## src/rtl/core/ppu_pkg.sv

```systemverilog
// ppu_pkg: shared types and constants of the palette pixel upscaler
// used by ppu_front, ppu_queue, ppu_back and palette_pixel_upscaler_top
`default_nettype none

package ppu_pkg;

  // frame geometry
  localparam int unsigned FrameWidth  = 854;
  localparam int unsigned FrameHeight = 480;
  localparam int unsigned ColW        = 10;
  localparam int unsigned RowW        = 9;

  // palette
  localparam int unsigned PalDepth    = 256;
  localparam int unsigned PalIdxW     = 8;
  localparam int unsigned ChanW       = 8;
  localparam int unsigned RgbW        = 3 * ChanW;

  // transparency register
  localparam int unsigned TranspW     = 9;
  localparam logic [TranspW-1:0] TranspNone = 9'h100;

  // result fields
  localparam int unsigned PosXW       = 11;
  localparam int unsigned PosYW       = 10;
  localparam int unsigned ColorW      = 32;
  localparam logic [ChanW-1:0] AlphaOpaque = 8'hff;

  // queue between front and back
  localparam int unsigned QueueDepth  = 2;
  localparam int unsigned QueuePtrW   = (QueueDepth > 1) ? $clog2(QueueDepth) : 1;
  localparam int unsigned QueueCntW   = $clog2(QueueDepth + 1);

  typedef enum logic {
    CmdLoad  = 1'b0,
    CmdPixel = 1'b1
  } cmd_e;

  typedef enum logic {
    ScreenMain   = 1'b0,
    ScreenNative = 1'b1
  } screen_e;

  // write sequence for one opaque pixel
  typedef enum logic [2:0] {
    PhMainTl = 3'd0,
    PhMainTr = 3'd1,
    PhMainBr = 3'd2,
    PhMainBl = 3'd3,
    PhNative = 3'd4
  } phase_e;

  // one opaque pixel, ready to be drawn
  typedef struct packed {
    logic [ColW-1:0] col;
    logic [RowW-1:0] row;
    logic [RgbW-1:0] rgb;
  } pix_entry_t;

endpackage

`default_nettype wire

```

## src/rtl/core/ppu_queue.sv

```systemverilog
// ppu_queue: short register queue of looked-up pixels between front and back
// depends on ppu_pkg
`default_nettype none

module ppu_queue (
  input  wire logic                clk_i,
  input  wire logic                rst_ni,
  input  wire logic                push_i,
  input  ppu_pkg::pix_entry_t      push_data_i,
  output logic                     full_o,
  input  wire logic                pop_i,
  output ppu_pkg::pix_entry_t      pop_data_o,
  output logic                     valid_o
);

  ppu_pkg::pix_entry_t               slot_q [ppu_pkg::QueueDepth];
  logic [ppu_pkg::QueuePtrW-1:0]     wr_ptr_q, rd_ptr_q;
  logic [ppu_pkg::QueueCntW-1:0]     cnt_q, cnt_d;

  assign full_o     = (cnt_q == ppu_pkg::QueueCntW'(ppu_pkg::QueueDepth));
  assign valid_o    = (cnt_q != '0);
  assign pop_data_o = slot_q[rd_ptr_q];

  // storage
  always_ff @(posedge clk_i) begin
    if (push_i) begin
      slot_q[wr_ptr_q] <= push_data_i;
    end
  end

  // occupancy
  always_comb begin
    cnt_d = cnt_q;
    if (push_i && !pop_i) begin
      cnt_d = cnt_q + ppu_pkg::QueueCntW'(1);
    end else if (pop_i && !push_i) begin
      cnt_d = cnt_q - ppu_pkg::QueueCntW'(1);
    end
  end

  // pointers wrap at the queue depth
  always_ff @(posedge clk_i or negedge rst_ni) begin
    if (!rst_ni) begin
      wr_ptr_q <= '0;
      rd_ptr_q <= '0;
      cnt_q    <= '0;
    end else begin
      cnt_q <= cnt_d;
      if (push_i) begin
        wr_ptr_q <= (wr_ptr_q == ppu_pkg::QueuePtrW'(ppu_pkg::QueueDepth - 1)) ?
                    '0 : wr_ptr_q + ppu_pkg::QueuePtrW'(1);
      end
      if (pop_i) begin
        rd_ptr_q <= (rd_ptr_q == ppu_pkg::QueuePtrW'(ppu_pkg::QueueDepth - 1)) ?
                    '0 : rd_ptr_q + ppu_pkg::QueuePtrW'(1);
      end
    end
  end

`ifndef SYNTHESIS
  a_no_overflow: assert property (@(posedge clk_i) disable iff (!rst_ni)
    !(push_i && full_o))
    else $error("queue push while full");

  a_no_underflow: assert property (@(posedge clk_i) disable iff (!rst_ni)
    !(pop_i && !valid_o))
    else $error("queue pop while empty");

  a_cnt_track: assert property (@(posedge clk_i) disable iff (!rst_ni)
    (push_i && !pop_i) |=> (cnt_q == $past(cnt_q) + ppu_pkg::QueueCntW'(1)))
    else $error("queue count did not follow push");
`endif

endmodule

`default_nettype wire

```

## config.mk

```make
export PLATFORM = sky130hd
export DESIGN_NAME = ppu_queue
export DESIGN_NICKNAME = d
export VERILOG_FILES = /design/src/rtl/core/ppu_pkg.sv /design/src/rtl/core/ppu_queue.sv
export SDC_FILE = /design/constraint.sdc
export NUM_CORES = 1
export LEC_CHECK = 0
export BUFFER_PORTS_ARGS = -buffer_cell sky130_fd_sc_hd__buf_2
export CAP_MARGIN = 25
export CORE_MARGIN = 8
export CORE_UTILIZATION = 45
export CTS_CLUSTER_SIZE = 10
export DETAILED_ROUTE_END_ITERATION = 10
export PLACE_DENSITY = 0.7
export SKIP_LAST_GASP = 1
export SYNTH_ARGS = -nofsm -noshare
export SYNTH_HDL_FRONTEND = slang
export SYNTH_SLANG_ARGS = --single-unit
export TNS_END_PERCENT = 100
```

## constraint.sdc

```tcl
create_clock -name clk_i -period 4.7 [get_ports clk_i]
set_input_delay 0.235 -clock clk_i [delete_from_list [all_inputs] [get_ports clk_i]]
set_output_delay 0.235 -clock clk_i [all_outputs]
set_load 0.005 [all_outputs]
```

==> results.yml <==
die:
  floorplan.rows: 32
  die_h_um: 104
  core_sq_um: 7610
  die-area_sq_um: 10800
  chipWidth_um: 104
  initial_core_util_pct: 45.9
  ios: 92
worst_setup_path:
  timing.critical_path.cells: "buf_4 > mux2_2 > buf_2"
  timing.critical_path.required_ns: 4.47
  reg2reg_slack_ns: 3.06
  largest_delay_contributor_family_on_the_critical_path: "flip-flops"
  critical_path_depth: 3
  critical_path_arrival_ns: 2.15
  slowest_stage: "sky130_fd_sc_hd__dfrtp_2"
  cp_max_fo: 24
  worstReg2RegEnd: "slot_q[0][29]$_DFFE_PP_"
  worst_r2r_path_depth: 2
  setup.worst_path.end: "pop_data_o[27]"
  crit_path_max_incr_delay_ns: 0.79
  regToRegStartpoint: "wr_ptr_q$_DFFE_PN0P_"
  path_buf_inv: 2
  setup.worst_path.class: "flip-flop to output pin"
  timing.critical_path.from_type: "flip-flop"
  timing.critical_path.to_type: "output pin"
  critPathLaunch: "rd_ptr_q$_DFFE_PN0P_"
cells_and_area:
  final_util_pct: 55.9
  final_layout_size_suffix_gt1_share_pct: 61.3
  area_delta_synth_final_pct: 21.6
  post_layout_nonfiller_instances: 358
  antenna-diode-count: 0
  final_instance_area_sq_um: 4250
  finish.net_count: 299
place:
  gpl.final_weighted_congestion: 0.634
  preCtsSetupSlack_ns: 2.64
  detailed_place_hpwl_um: 4080
  post-place-cells: 340
  portBuffers: 91
  placed_cell_area_sq_um: 4010
global_routing:
  grt_pass1_vias: 1854
  grt_antenna_before_repair: 0
  grt.overflow.total: 0
  grt_start_max_net_pins: 44
  grt_use_total_pct: 11.1
  grt_pass1_wl_um: 9400
power:
  finalPower_mw: 2.39
  power-per-cell-area_nw_per_um2: 562
  p_leak_nw: 1.72
  vdd_ir_drop_max_v: 0.000272
sta:
  finalSetupTns_ns: 0
  worst_pin_slew_ns: 0.648
  finalHoldViolations: 0
  grt_setup_unrepaired: "false"
  final.setup.worst_slack_ns: 2.31
  final_min_period_over_clock_period_pct: 50.7
  worst_case_hold_slack_ns: 0.0709
  timing_max_transition_violations_final: 0
  final.setup_skew_ns: 0.00872
  max_slew_margin_pct: 56.8
  max_clock_freq_mhz: 419
  timing.final.setup_violations: 0
  post-route-min-period_ns: 2.39
clock_network:
  worst_setup_hold_path_clk_slew_ns: 0.09
  cts_buffer_depth: 2
  cts_inserted_buffers: 9
  clock_sinks: 90
  post_cts_buffers: 0
  clock_tree.root_cell: "sky130_fd_sc_hd__clkbuf_8"
  tritoncts_clock_tree: "yes"
  htree_levels: 3
  worst_skew_pair.late_latency_ns: 0.34
drt:
  antenna_left: 0
  avgViaCountPerCell: 4.60
  totalWireLength_um: 5870
  dr.pass1.iters: 4
  route.detailed.drc: 0
  dr_total_vias: 1648
  avgRoutedWirePerCell_um: 16.4
  dr.first_iter.drc_count: 38
status:
  status: "complete, no violations"
synth:
  synth.ff_latch_count: 90
  yosysUniqueCellTypes: 14
  postSynthAreaPerCell_sq_um: 23.3
  portion_of_the_post_synthesis_area_used_by_sequential_elements_pct: 76.8
  mapped_cell_area_sq_um: 3490
  postSynthNetCount: 198
  synthCells: 150
  yosys_warnings: 0
min_path:
  classification_of_the_worst_slack_hold_path: "primary input to flip-flop"
flow_run:
  cap_violations: 0
[timing repair]
item / in CTS / in global routing
setup endpoints to repair: 0 / 0
hold endpoints to repair: 4 / 0
hold buffers: 1 / 0
gates resized for setup: 0 / 0
[cell type report]
class / instances / area [sq um]
clock buffer: 9 / 124
clock inverter: 7 / 85.1
fill: 616 / 3360
inverter: 1 / 3.75
multi-input combinational: 54 / 724
sequential: 90 / 2680
tap: 102 / 128
timing repair buffer: 95 / 500
[cells by family after synthesis]
logic type | count (synthesis) | share of synthesized area [%]
flops | 90 | 76.8
mux | 43 | 18.1
simple gates | 5 | 0.824
buf+inv | 6 | 2.72
fa+ha+maj | 1 | 0.358
xor+xnor | 5 | 1.25
[synth_stat cells]
master | instances | area share [%]
sky130_fd_sc_hd__xnor2_1 | 1 | 0.25
sky130_fd_sc_hd__and2_1 | 1 | 0.18
sky130_fd_sc_hd__nor2b_1 | 2 | 0.36
sky130_fd_sc_hd__dfrtp_1 | 4 | 2.9
sky130_fd_sc_hd__mux2_2 | 4 | 1.3
sky130_fd_sc_hd__ha_1 | 1 | 0.36
sky130_fd_sc_hd__mux2_4 | 39 | 17
sky130_fd_sc_hd__buf_12 | 4 | 2.3
sky130_fd_sc_hd__or2_2 | 1 | 0.18
sky130_fd_sc_hd__inv_1 | 1 | 0.11
sky130_fd_sc_hd__edfxtp_1 | 86 | 74
sky130_fd_sc_hd__nor2_1 | 1 | 0.11
sky130_fd_sc_hd__xor2_1 | 4 | 1.0
sky130_fd_sc_hd__buf_6 | 1 | 0.32
[worst register-to-register path, cell delays in order (launching register included)]
cell	delay (ns)
sky130_fd_sc_hd__dfrtp_1	0.44
sky130_fd_sc_hd__nor2b_4	0.39
sky130_fd_sc_hd__buf_4	0.47
[report_power, final]
group | leakage, nW | switching (mW) | internal, mW
combinational | 0.768 | 0.285 | 0.412
sequential | 0.853 | 0.0951 | 1.07
clock | 0.0999 | 0.275 | 0.256
total | 1.72 | 0.655 | 1.73
[how the worst min path moves through the flow]
stage / from / endpoint / slack, ns / cells past startpoint
floorplan: rst_ni / cnt_q[0]$_DFFE_PN0P_ / -0.06 / 0
global placement: rst_ni / cnt_q[1]$_DFFE_PN0P_ / 0.04 / 1
detailed placement: rst_ni / cnt_q[1]$_DFFE_PN0P_ / 0.05 / 1
CTS: push_data_i[38] / slot_q[0][38]$_DFFE_PP_ / 0.05 / 1
global route: push_data_i[25] / slot_q[1][25]$_DFFE_PP_ / 0.04 / 1
finish: push_data_i[42] / slot_q[1][42]$_DFFE_PP_ / 0.07 / 1
[flip-flops by register name (all words and copies together) (netlist names)]
| signal | count |
|---|---|
| slot_q | 86 |
| wr_ptr_q | 1 |
| rd_ptr_q | 1 |
| cnt_q | 2 |
[routing by layer]
layer / GRT usage (%) / wire length (um) / share of wire [%]
met2: 16.6 / 2680 / 46
met5: 0 / 0 / 0
met4: 4.96 / 68 / 1.2
met1: 13.7 / 2740 / 47
met3: 4.83 / 385 / 6.6
[layout by cell type, fill, tap and decap left out]
cell type and count:
sky130_fd_sc_hd__clkinvlp_4 2, sky130_fd_sc_hd__clkinv_4 1, sky130_fd_sc_hd__nor2b_1 1, sky130_fd_sc_hd__edfxtp_1 86, sky130_fd_sc_hd__buf_12 1, sky130_fd_sc_hd__nor2b_4 1
sky130_fd_sc_hd__clkbuf_8 9, sky130_fd_sc_hd__and2_2 1, sky130_fd_sc_hd__xor2_1 4, sky130_fd_sc_hd__dfrtp_2 1, sky130_fd_sc_hd__xnor2_1 1, sky130_fd_sc_hd__inv_6 1
sky130_fd_sc_hd__bufinv_16 1, sky130_fd_sc_hd__inv_1 1, sky130_fd_sc_hd__buf_2 91, sky130_fd_sc_hd__dfrtp_1 3, sky130_fd_sc_hd__dlygate4sd3_1 1, sky130_fd_sc_hd__buf_4 2
sky130_fd_sc_hd__or2_2 1, sky130_fd_sc_hd__nor2_1 1, sky130_fd_sc_hd__mux2_4 39, sky130_fd_sc_hd__mux2_2 4, sky130_fd_sc_hd__inv_8 2, sky130_fd_sc_hd__ha_1 1
No activity file was read; power rests on OpenSTA's default activity.
