<file path="config.mk">
export PLATFORM = sky130hd
export DESIGN_NAME = ppu_back
export DESIGN_NICKNAME = d
export VERILOG_FILES = /design/src/rtl/core/ppu_pkg.sv /design/src/rtl/core/ppu_back.sv
export SDC_FILE = /design/constraint.sdc
export NUM_CORES = 1
export LEC_CHECK = 0
export BUFFER_PORTS_ARGS = -buffer_cell sky130_fd_sc_hd__buf_4
export CAP_MARGIN = 10
export CORE_MARGIN = 2
export CORE_UTILIZATION = 45
export DETAILED_ROUTE_END_ITERATION = 8
export PLACE_DENSITY = 0.77
export SLEW_MARGIN = 20
export SYNTH_ARGS = -nofsm -noshare
export SYNTH_HDL_FRONTEND = slang
export SYNTH_SLANG_ARGS = --single-unit
</file>
<file path="constraint.sdc">
create_clock -name clk_i -period 5.3 [get_ports clk_i]
set_clock_uncertainty 0.05 [all_clocks]
set_input_delay 0 -clock clk_i [delete_from_list [all_inputs] [get_ports clk_i]]
set_output_delay 0 -clock clk_i [all_outputs]
set_load 0.01 [all_outputs]
</file>
<file path="src/rtl/core/ppu_pkg.sv">
// ppu_pkg: shared types and constants of the palette pixel upscaler
// used by ppu_front, ppu_queue, ppu_back and palette_pixel_upscaler_top
`default_nettype none

package ppu_pkg;

  // frame geometry
  localparam int unsigned FrameWidth  = 854;
  localparam int unsigned FrameHeight = 480;
  localparam int unsigned ColW        = 10;
  localparam int unsigned RowW        = 9;

  // palette
  localparam int unsigned PalDepth    = 256;
  localparam int unsigned PalIdxW     = 8;
  localparam int unsigned ChanW       = 8;
  localparam int unsigned RgbW        = 3 * ChanW;

  // transparency register
  localparam int unsigned TranspW     = 9;
  localparam logic [TranspW-1:0] TranspNone = 9'h100;

  // result fields
  localparam int unsigned PosXW       = 11;
  localparam int unsigned PosYW       = 10;
  localparam int unsigned ColorW      = 32;
  localparam logic [ChanW-1:0] AlphaOpaque = 8'hff;

  // queue between front and back
  localparam int unsigned QueueDepth  = 2;
  localparam int unsigned QueuePtrW   = (QueueDepth > 1) ? $clog2(QueueDepth) : 1;
  localparam int unsigned QueueCntW   = $clog2(QueueDepth + 1);

  typedef enum logic {
    CmdLoad  = 1'b0,
    CmdPixel = 1'b1
  } cmd_e;

  typedef enum logic {
    ScreenMain   = 1'b0,
    ScreenNative = 1'b1
  } screen_e;

  // write sequence for one opaque pixel
  typedef enum logic [2:0] {
    PhMainTl = 3'd0,
    PhMainTr = 3'd1,
    PhMainBr = 3'd2,
    PhMainBl = 3'd3,
    PhNative = 3'd4
  } phase_e;

  // one opaque pixel, ready to be drawn
  typedef struct packed {
    logic [ColW-1:0] col;
    logic [RowW-1:0] row;
    logic [RgbW-1:0] rgb;
  } pix_entry_t;

endpackage

`default_nettype wire

</file>
<file path="src/rtl/core/ppu_back.sv">
// ppu_back: expands one queued pixel into four upscaled writes and one native write
// depends on ppu_pkg; drains ppu_queue
`default_nettype none

module ppu_back (
  input  wire logic                          clk_i,
  input  wire logic                          rst_ni,
  // queue pop side
  input  wire logic                          q_valid_i,
  input  ppu_pkg::pix_entry_t                q_data_i,
  output logic                               pop_o,
  // output channel
  output logic                               out_valid_o,
  input  wire logic                          out_ready_i,
  output logic                               screen_select_o,
  output logic [ppu_pkg::PosXW-1:0]          pos_x_o,
  output logic [ppu_pkg::PosYW-1:0]          pos_y_o,
  output logic [ppu_pkg::ColorW-1:0]         color_word_o,
  output logic                               last_write_o
);

  ppu_pkg::pix_entry_t       cur_q;
  logic                      cur_valid_q, cur_valid_d;
  ppu_pkg::phase_e           phase_q, phase_d;
  logic                      out_xfer;
  logic [ppu_pkg::PosXW:0]   col_x3;
  logic [ppu_pkg::PosYW:0]   row_x3;
  logic [ppu_pkg::PosXW-1:0] bx;
  logic [ppu_pkg::PosYW-1:0] by;

  assign out_valid_o = cur_valid_q;
  assign out_xfer    = cur_valid_q && out_ready_i;
  assign pop_o       = q_valid_i &&
                       (!cur_valid_q || (out_xfer && phase_q == ppu_pkg::PhNative));

  // next phase
  always_comb begin
    phase_d     = phase_q;
    cur_valid_d = cur_valid_q;
    if (pop_o) begin
      phase_d     = ppu_pkg::PhMainTl;
      cur_valid_d = 1'b1;
    end else if (out_xfer) begin
      unique case (phase_q)
        ppu_pkg::PhMainTl: phase_d = ppu_pkg::PhMainTr;
        ppu_pkg::PhMainTr: phase_d = ppu_pkg::PhMainBr;
        ppu_pkg::PhMainBr: phase_d = ppu_pkg::PhMainBl;
        ppu_pkg::PhMainBl: phase_d = ppu_pkg::PhNative;
        ppu_pkg::PhNative: begin
          phase_d     = ppu_pkg::PhMainTl;
          cur_valid_d = 1'b0;
        end
        default: phase_d = ppu_pkg::PhMainTl;
      endcase
    end
  end

  always_ff @(posedge clk_i or negedge rst_ni) begin
    if (!rst_ni) begin
      phase_q     <= ppu_pkg::PhMainTl;
      cur_valid_q <= 1'b0;
    end else begin
      phase_q     <= phase_d;
      cur_valid_q <= cur_valid_d;
    end
  end

  // current pixel payload
  always_ff @(posedge clk_i) begin
    if (pop_o) begin
      cur_q <= q_data_i;
    end
  end

  // upscaled origin: 3x/2, 3y/2
  assign col_x3 = {2'b00, cur_q.col} + {1'b0, cur_q.col, 1'b0};
  assign row_x3 = {2'b00, cur_q.row} + {1'b0, cur_q.row, 1'b0};
  assign bx     = col_x3[ppu_pkg::PosXW:1];
  assign by     = row_x3[ppu_pkg::PosYW:1];

  assign color_word_o = {cur_q.rgb, ppu_pkg::AlphaOpaque};

  // write position per phase
  always_comb begin
    screen_select_o = ppu_pkg::ScreenMain;
    last_write_o    = 1'b0;
    pos_x_o         = bx;
    pos_y_o         = by;
    unique case (phase_q)
      ppu_pkg::PhMainTl: begin
        pos_x_o = bx;
        pos_y_o = by;
      end
      ppu_pkg::PhMainTr: begin
        pos_x_o = bx + ppu_pkg::PosXW'(1);
        pos_y_o = by;
      end
      ppu_pkg::PhMainBr: begin
        pos_x_o = bx + ppu_pkg::PosXW'(1);
        pos_y_o = by + ppu_pkg::PosYW'(1);
      end
      ppu_pkg::PhMainBl: begin
        pos_x_o = bx;
        pos_y_o = by + ppu_pkg::PosYW'(1);
      end
      ppu_pkg::PhNative: begin
        screen_select_o = ppu_pkg::ScreenNative;
        last_write_o    = 1'b1;
        pos_x_o         = {{(ppu_pkg::PosXW - ppu_pkg::ColW){1'b0}}, cur_q.col};
        pos_y_o         = {{(ppu_pkg::PosYW - ppu_pkg::RowW){1'b0}}, cur_q.row};
      end
      default: begin
        pos_x_o = bx;
        pos_y_o = by;
      end
    endcase
  end

`ifndef SYNTHESIS
  a_pop_starts: assert property (@(posedge clk_i) disable iff (!rst_ni)
    pop_o |=> (cur_valid_q && phase_q == ppu_pkg::PhMainTl))
    else $error("popped pixel did not start at first write");

  a_phase_steps: assert property (@(posedge clk_i) disable iff (!rst_ni)
    (out_xfer && phase_q != ppu_pkg::PhNative) |=>
      (phase_q == ppu_pkg::phase_e'($past(phase_q) + 3'd1)))
    else $error("write sequence skipped a step");

  a_hold_on_stall: assert property (@(posedge clk_i) disable iff (!rst_ni)
    (cur_valid_q && !out_ready_i) |=> (cur_valid_q && $stable(phase_q)))
    else $error("write sequence moved while stalled");
`endif

endmodule

`default_nettype wire
</file>
==> results.txt, run 1 <==
DRT antenna net count: 0
Total power: 0.00154 W
Rel. slew slack: 33.9%
Most used routing layer: met2
Netlist cell types: 52
Reg2Reg Depth: 6
Cell Area, Placed: 0.00386 mm^2
Power density over the cells: 347 mW/mm^2
Async S/R FF share, synth: 8.51%
WHS Path Cells: 2
Rows: 31
Static Leak: 1.92 nW
Final Critical Period: 3.65 ns
Root Buffer: clkbuf_8
Largest net degree at the start of global routing: 45
Maximum fanout along the worst path: 4
Xor/xnor cell area share of the yosys netlist: 7.21%
Ys flop type: edfxtp_1
Tcrit/Tclk final: 68.8%
Seq/Total Area, Yosys: 42.7%
Vias in the first global route: 2674
Layout cells sized above 1: 25.1%
Post-CTS Setup Bufs: 0
Fillers: 598
Area share of fa/ha/maj cells after synthesis: 10.1%
Worst slew pin tran: 0.992 ns
PortBufs: 95
Gr usage total: 19.2%
R2r endpoint: cur_q[38]
GR Util met1: 23.0%
Synth Instances: 310
Die height: 89.1 um
Post-route setup TNS: 0 ns
Io pins: 104
Fin cells: 529
Post-route cell area: 0.00445 mm^2
R2r startpoint: phase_q[1]
Global route total overflow: 0
Multiplexer share of the synthesized area: 1.27%
Hold Crit Class: primary input to flop
Drt drc: 0
Via count: 2736
CTS tree: yes
Htree depth: 2
Synth Area in Simple Gates: 11.9%
Slew Limit Fails: 0
Reg-to-reg setup timing slack: 2.44 ns
RSZ-0062 raised after global routing: false
Mapped Avg Cell Area: 10.5 um^2
Cts hold-fix bufs: 48
F_max: 274 MHz
Syn Std Cell Area: 0.00326 mm^2
Complex-gate fraction of the synthesized area: 17.5%
Initial Util: 45.7%
DR WL/cell: 14.0 um
CTS resizes: 0
DRT Pass-1 Iters: 4
M2 GR Usage: 33.4%
Largest family of logic cells by synthesized area: compound AO/OA/AOI/OAI gates
CP startpoint kind: flop
Worst vdd ir: 226 uV
Layout net count: 501
RD Place Congestion: 0.883
Worst Hold Path EP: color_word_o[14]
GR Util met3: 6.09%
#FFs+latches synth: 47
Hold Vio Cnt, Final: 0
Crit path required time: 5.25 ns
Initial DRC Count: 109
Initial antenna violation count: 0
Final worst slack: 1.65 ns
Yosys warns: 0
Reg clk slew, reported paths: 0.09 ns
Post-DP HPWL: 5130 um
Worst Path Arrival: 3.60 ns
Post-Route WL: 7380 um
Worst-case clock buffer depth: 2
Critical path type: flop to primary output
Worst-Skew Late Latency: 0.30 ns
Vias per Instance: 5.17
Critical Path End Type: primary output
Die ar.: 0.00794 mm^2
EDFF count, synth: 43
Sink Count: 47
Hold_sp: q_data_i[6]
Max cap viols: 0
Cell count after placement: 473
Final setup viols: 0
Chip Width: 89.1 um
TritonCTS buffer count: 5
Diodes inserted: 0
Core Footprint: 0.00714 mm^2
First-pass GRT wire length: 11900 um
Place WS: 1.96 ns
Status: complete, no violations
Area Overhead vs Synth: 36.5%
-- sequential cells by signal, indices dropped and copies added, names as in the netlist --
signal / count
color_word_o: 24
cur_q: 19
out_valid_o: 1
phase_q: 3
-- placed cells by master (no fill, tap or decap), types with 7 or more instances in the layout --
master / netlist / routed
buf_4: 33 / 95
dlygate4sd3_1: 0 / 48
edfxtp_1: 43 / 43
nand2_1: 30 / 30
ha_1: 23 / 23
nor2_1: 19 / 19
o21ai_0: 16 / 16
xnor2_1: 14 / 14
xor2_1: 11 / 11
inv_1: 10 / 10
a22oi_1: 10 / 10
conb_1: 1 / 8
a21oi_1: 7 / 7
-- kinds of logic after synthesis --
logic type,after synthesis
AO/OA/AOI/OAI,80
AND/OR/NAND/NOR,79
buffers and inverters,48
flip-flops,47
XOR/XNOR,26
adder cells (fa/ha/maj),25
multiplexers,4
other,1
-- final cells by class --
cell class,count,area (um^2),share of cell area [%]
repair buffers,143,1190,26.8
multi-input cells,222,1590,35.8
inverters,10,37.5,0.843
flip-flops and latches,47,1390,31.3
well taps,99,124,2.78
clock inverters,3,42.5,0.956
clock buffers,5,68.8,1.55
-- Yosys cell counts (all sizes together) (2+ instances only) --
| master | number | share of area (%) |
|---|---|---|
| a211o | 2 | 0.54 |
| nand2b | 3 | 0.58 |
| o21a | 3 | 0.69 |
| o311ai | 2 | 0.54 |
| a31oi | 2 | 0.38 |
| clkbuf | 4 | 0.46 |
| o21ai | 22 | 3.4 |
| and3 | 3 | 0.58 |
| buf | 34 | 7.7 |
| ha | 23 | 8.8 |
| nor3 | 5 | 0.77 |
| nand3 | 5 | 0.77 |
| edfxtp | 43 | 40 |
| mux2i | 3 | 0.92 |
| o31a | 2 | 0.54 |
| o211a | 2 | 0.61 |
| o211ai | 3 | 0.69 |
| a21oi | 7 | 1.1 |
| inv | 10 | 1.2 |
| xnor2 | 15 | 4.3 |
| dfrtp | 4 | 3.1 |
| a221o | 2 | 0.61 |
| and2 | 2 | 0.38 |
| fa | 2 | 1.2 |
| a211oi | 2 | 0.61 |
| o221ai | 6 | 1.6 |
| nand2 | 30 | 3.5 |
| nor2b | 5 | 0.96 |
| a21o | 6 | 1.4 |
| a22oi | 10 | 2.3 |
| xor2 | 11 | 3.0 |
| o21bai | 3 | 0.69 |
| nor2 | 20 | 2.4 |
-- per-stage QoR --
step | util (%) | hold WS [ns]
CTS | 62.4 | 0.354
detailed placement | 54.1 | -0.251
finish | 62.4 | 0.357
global route | 62.4 | 0.348
global placement | 54.1 | -0.251
floorplan | - | -0.346
-- worst max-delay path, stage by stage (launching register included) --
cell	delay, ns
edfxtp_1	0.48
ha_1	0.29
fa_1	0.44
a21o_1	0.24
a221oi_2	0.34
xnor2_2	0.18
or4b_1	0.47
nor2_2	0.14
nor4b_4	0.22
mux2_1	0.35
buf_4	0.15
-- metal layers --
layer	up-vias	wire length (um)
met1	1292	3020
met3	9	535
li1	1339	-
met5	-	0
met2	96	3740
met4	0	90
-- where the power goes --
group	total, W	internal (W)	switching [W]
registers	0.000476	0.000443	0.0000327
logic	0.000805	0.000374	0.000431
clock network	0.000263	0.000141	0.000122
total	0.00154	0.000958	0.000585
-- worst max path at each step --
stage	slack [ns]	end	startpoint
2_1_floorplan	2.28	pos_x_o[10]	cur_q[34]
3_3_place_gp	2.10	pos_x_o[10]	cur_q[34]
3_5_place_dp	1.96	pos_x_o[10]	cur_q[34]
4_1_cts	1.62	pos_x_o[10]	cur_q[34]
5_1_grt	1.47	pos_x_o[10]	cur_q[34]
6_report	1.65	pos_x_o[10]	cur_q[34]
Power figures use the tool's default switching activity.
==> run 2, diff against run 1 <==
==> constraint.sdc (replaced) <==
create_clock -name clk_i -period 3.7 [get_ports clk_i]
set_clock_uncertainty 0.05 [all_clocks]
set_input_delay 0 -clock clk_i [delete_from_list [all_inputs] [get_ports clk_i]]
set_output_delay 0 -clock clk_i [all_outputs]
set_load 0.01 [all_outputs]
==> results.txt, run 2 (synthesized netlist as in run 1, its figures left out) <==
Status: complete, no violations
Critical Path Start: cur_q[34]
Io pins: 104 (unchanged)
Global route total overflow: 0 (unchanged)
Post-route cell area: 0.00450 mm^2 (+1.1%)
DR WL/cell: 14.4 um (+3.3%)
Drt drc: 0 (unchanged)
Root Buffer: clkbuf_8
Critical Path End Type: primary output
Fin cells: 533 (+0.76%)
Worst vdd ir: 295 uV (+30%)
Total power: 0.00221 W (+43%)
Post-route setup TNS: 0 ns (unchanged)
Initial antenna violation count: 0 (unchanged)
Initial DRC Count: 98 (-10%)
Maximum fanout along the worst path: 3 (-1)
Post-Route WL: 7680 um (+4.0%)
Area Overhead vs Synth: 38.0%
Power density over the cells: 492 mW/mm^2 (+42%)
Layout net count: 505 (+0.80%)
Comb power frac: 52.2% (about the same)
Die ar.: 0.00794 mm^2 (unchanged)
Via count: 2770 (+1.2%)
Cell Area, Placed: 0.00387 mm^2 (+0.39%)
Switching portion of total power: 37.7% (-0.22 points)
Reg clk slew, reported paths: 0.09 ns (about the same)
Initial Util: 45.7% (unchanged)
R2r endpoint: color_word_o[19]
DRT antenna net count: 0 (unchanged)
Most common cell after layout, fill and taps aside: buf_4
Tcrit/Tclk final: 92.8%
CP startpoint kind: flop
First-pass GRT wire length: 12100 um (+2.2%)
CTS tree: yes
Diodes inserted: 0 (unchanged)
Most frequent cells in the layout: buf_4, dlygate4sd3_1, edfxtp_1
Final Critical Period: 3.44 ns
Worst-Skew Late Latency: 0.30 ns (about the same)
Layout cells sized above 1: 26.3% (+1.2 points)
Internal power: 0.00138 W (+44%)
RD Place Congestion: 0.880 (-0.34%)
Hold Crit Class: primary input to flop
Max cap viols: 0 (unchanged)
Core Footprint: 0.00714 mm^2 (unchanged)
Crit path required time: 3.65 ns (-1.60 ns)
Largest register FFs: 24 (unchanged)
DRT Pass-1 Iters: 6 (+2)
Sink Count: 47 (unchanged)
Setup crit end: pos_x_o[10]
Worst-case clock buffer depth: 2 (unchanged)
Largest net degree at the start of global routing: 32 (-29%)
Clk pwr share: 17.0% (about the same)
Worst Path Arrival: 3.39 ns (-0.21 ns)
Post-DP HPWL: 5310 um (+3.5%)
Sequential share of power: 30.7% (about the same)
Die height: 89.1 um (unchanged)
Static Leak: 1.94 nW (+1.2%)
TritonCTS buffer count: 5 (unchanged)
Vias in the first global route: 2648 (-0.97%)
Final setup viols: 0 (unchanged)
Slew Limit Fails: 0 (unchanged)
RSZ-0062 raised after global routing: false
Gr usage total: 19.8% (+0.57 points)
Reg2Reg Depth: 7 (+1)
Cell count after placement: 475 (+0.42%)
R2r startpoint: phase_q[1]
F_max: 291 MHz
Reg-to-reg setup timing slack: 1.51 ns (-0.93 ns)
NetSw: 0.000834 W (+43%)
Htree depth: 2 (unchanged)
Hold Vio Cnt, Final: 0 (unchanged)
Vias per Instance: 5.20 (+0.48%)
Chip Width: 89.1 um (unchanged)
Rows: 31 (unchanged)
Critical path type: flop to primary output
PortBufs: 95 (unchanged)
run 2: metal layers:
| metal | GRT usage [%] | share of wire (%) | up-vias | routed length (um) |
|---|---|---|---|---|
| met5 | 0 | 0 | - | 0 |
| met4 | 5.70 | 1.3 | 0 | 98 |
| met3 | 5.63 | 6.5 | 10 | 501 |
| met2 | 36.0 | 53 | 90 | 4040 |
| met1 | 22.5 | 40 | 1313 | 3050 |
| li1 | - | - | 1357 | - |
run 2: area by class of cell:
cell class	count	area (um^2)
well taps	99	124
inverters	10	37.5
repair buffers	147	1220
multi-input cells	222	1610
flip-flops and latches	47	1390
clock inverters	3	42.5
clock buffers	5	68.8
fillers	576	2640
run 2: stage by stage:
step           hold slack, ns  util, %  setup slack (ns)
2_1_floorplan          -0.346        -             0.680
3_3_place_gp           -0.251     54.3             0.500
3_5_place_dp           -0.251     54.3             0.419
4_1_cts                 0.348     62.6            0.0618
5_1_grt                 0.353     63.0            0.0597
6_report                0.358     63.0             0.265
run 2: how the worst min path moves through the flow:
stage,from,to,slack (ns),cells after the start
finish,q_data_i[25],cur_q[25],0.36,2
global route,q_data_i[23],color_word_o[31],0.35,2
CTS,q_data_i[8],color_word_o[16],0.35,2
detailed placement,rst_ni,out_valid_o,-0.25,1
global placement,rst_ni,out_valid_o,-0.25,1
floorplan,rst_ni,out_valid_o,-0.35,0
run 2: timing repair:
item	4_1_cts	5_1_grt
gates resized for setup	0	3
setup endpoints to repair	0	1
buffers inserted	0	2
endpoints found under the hold margin	50	0
hold buffers	48	0
run 2: worst max-delay path: stages, from the launching register on:
cell and delay, ns:
edfxtp_1 0.42, ha_1 0.26, fa_2 0.37, a211o_1 0.31, o211ai_1 0.11, o2111ai_1 0.19
or4b_4 0.58, nor2_2 0.13, nor4b_4 0.22, mux2_1 0.35, buf_4 0.14
run 2: power groups by stage:
| stage | Sequential (W) | Clock [W] | Combinational, W |
|---|---|---|---|
| 6_report | 0.000680 | 0.000377 | 0.00116 |
| 5_1_grt | 0.000687 | 0.000406 | 0.00127 |
| 4_1_cts | 0.000680 | 0.000389 | 0.00115 |
| 3_5_place_dp | 0.000692 | 0 | 0.00110 |
| 3_3_place_gp | 0.000690 | 0 | 0.00108 |
| 2_1_floorplan | 0.000675 | 0 | 0.000696 |
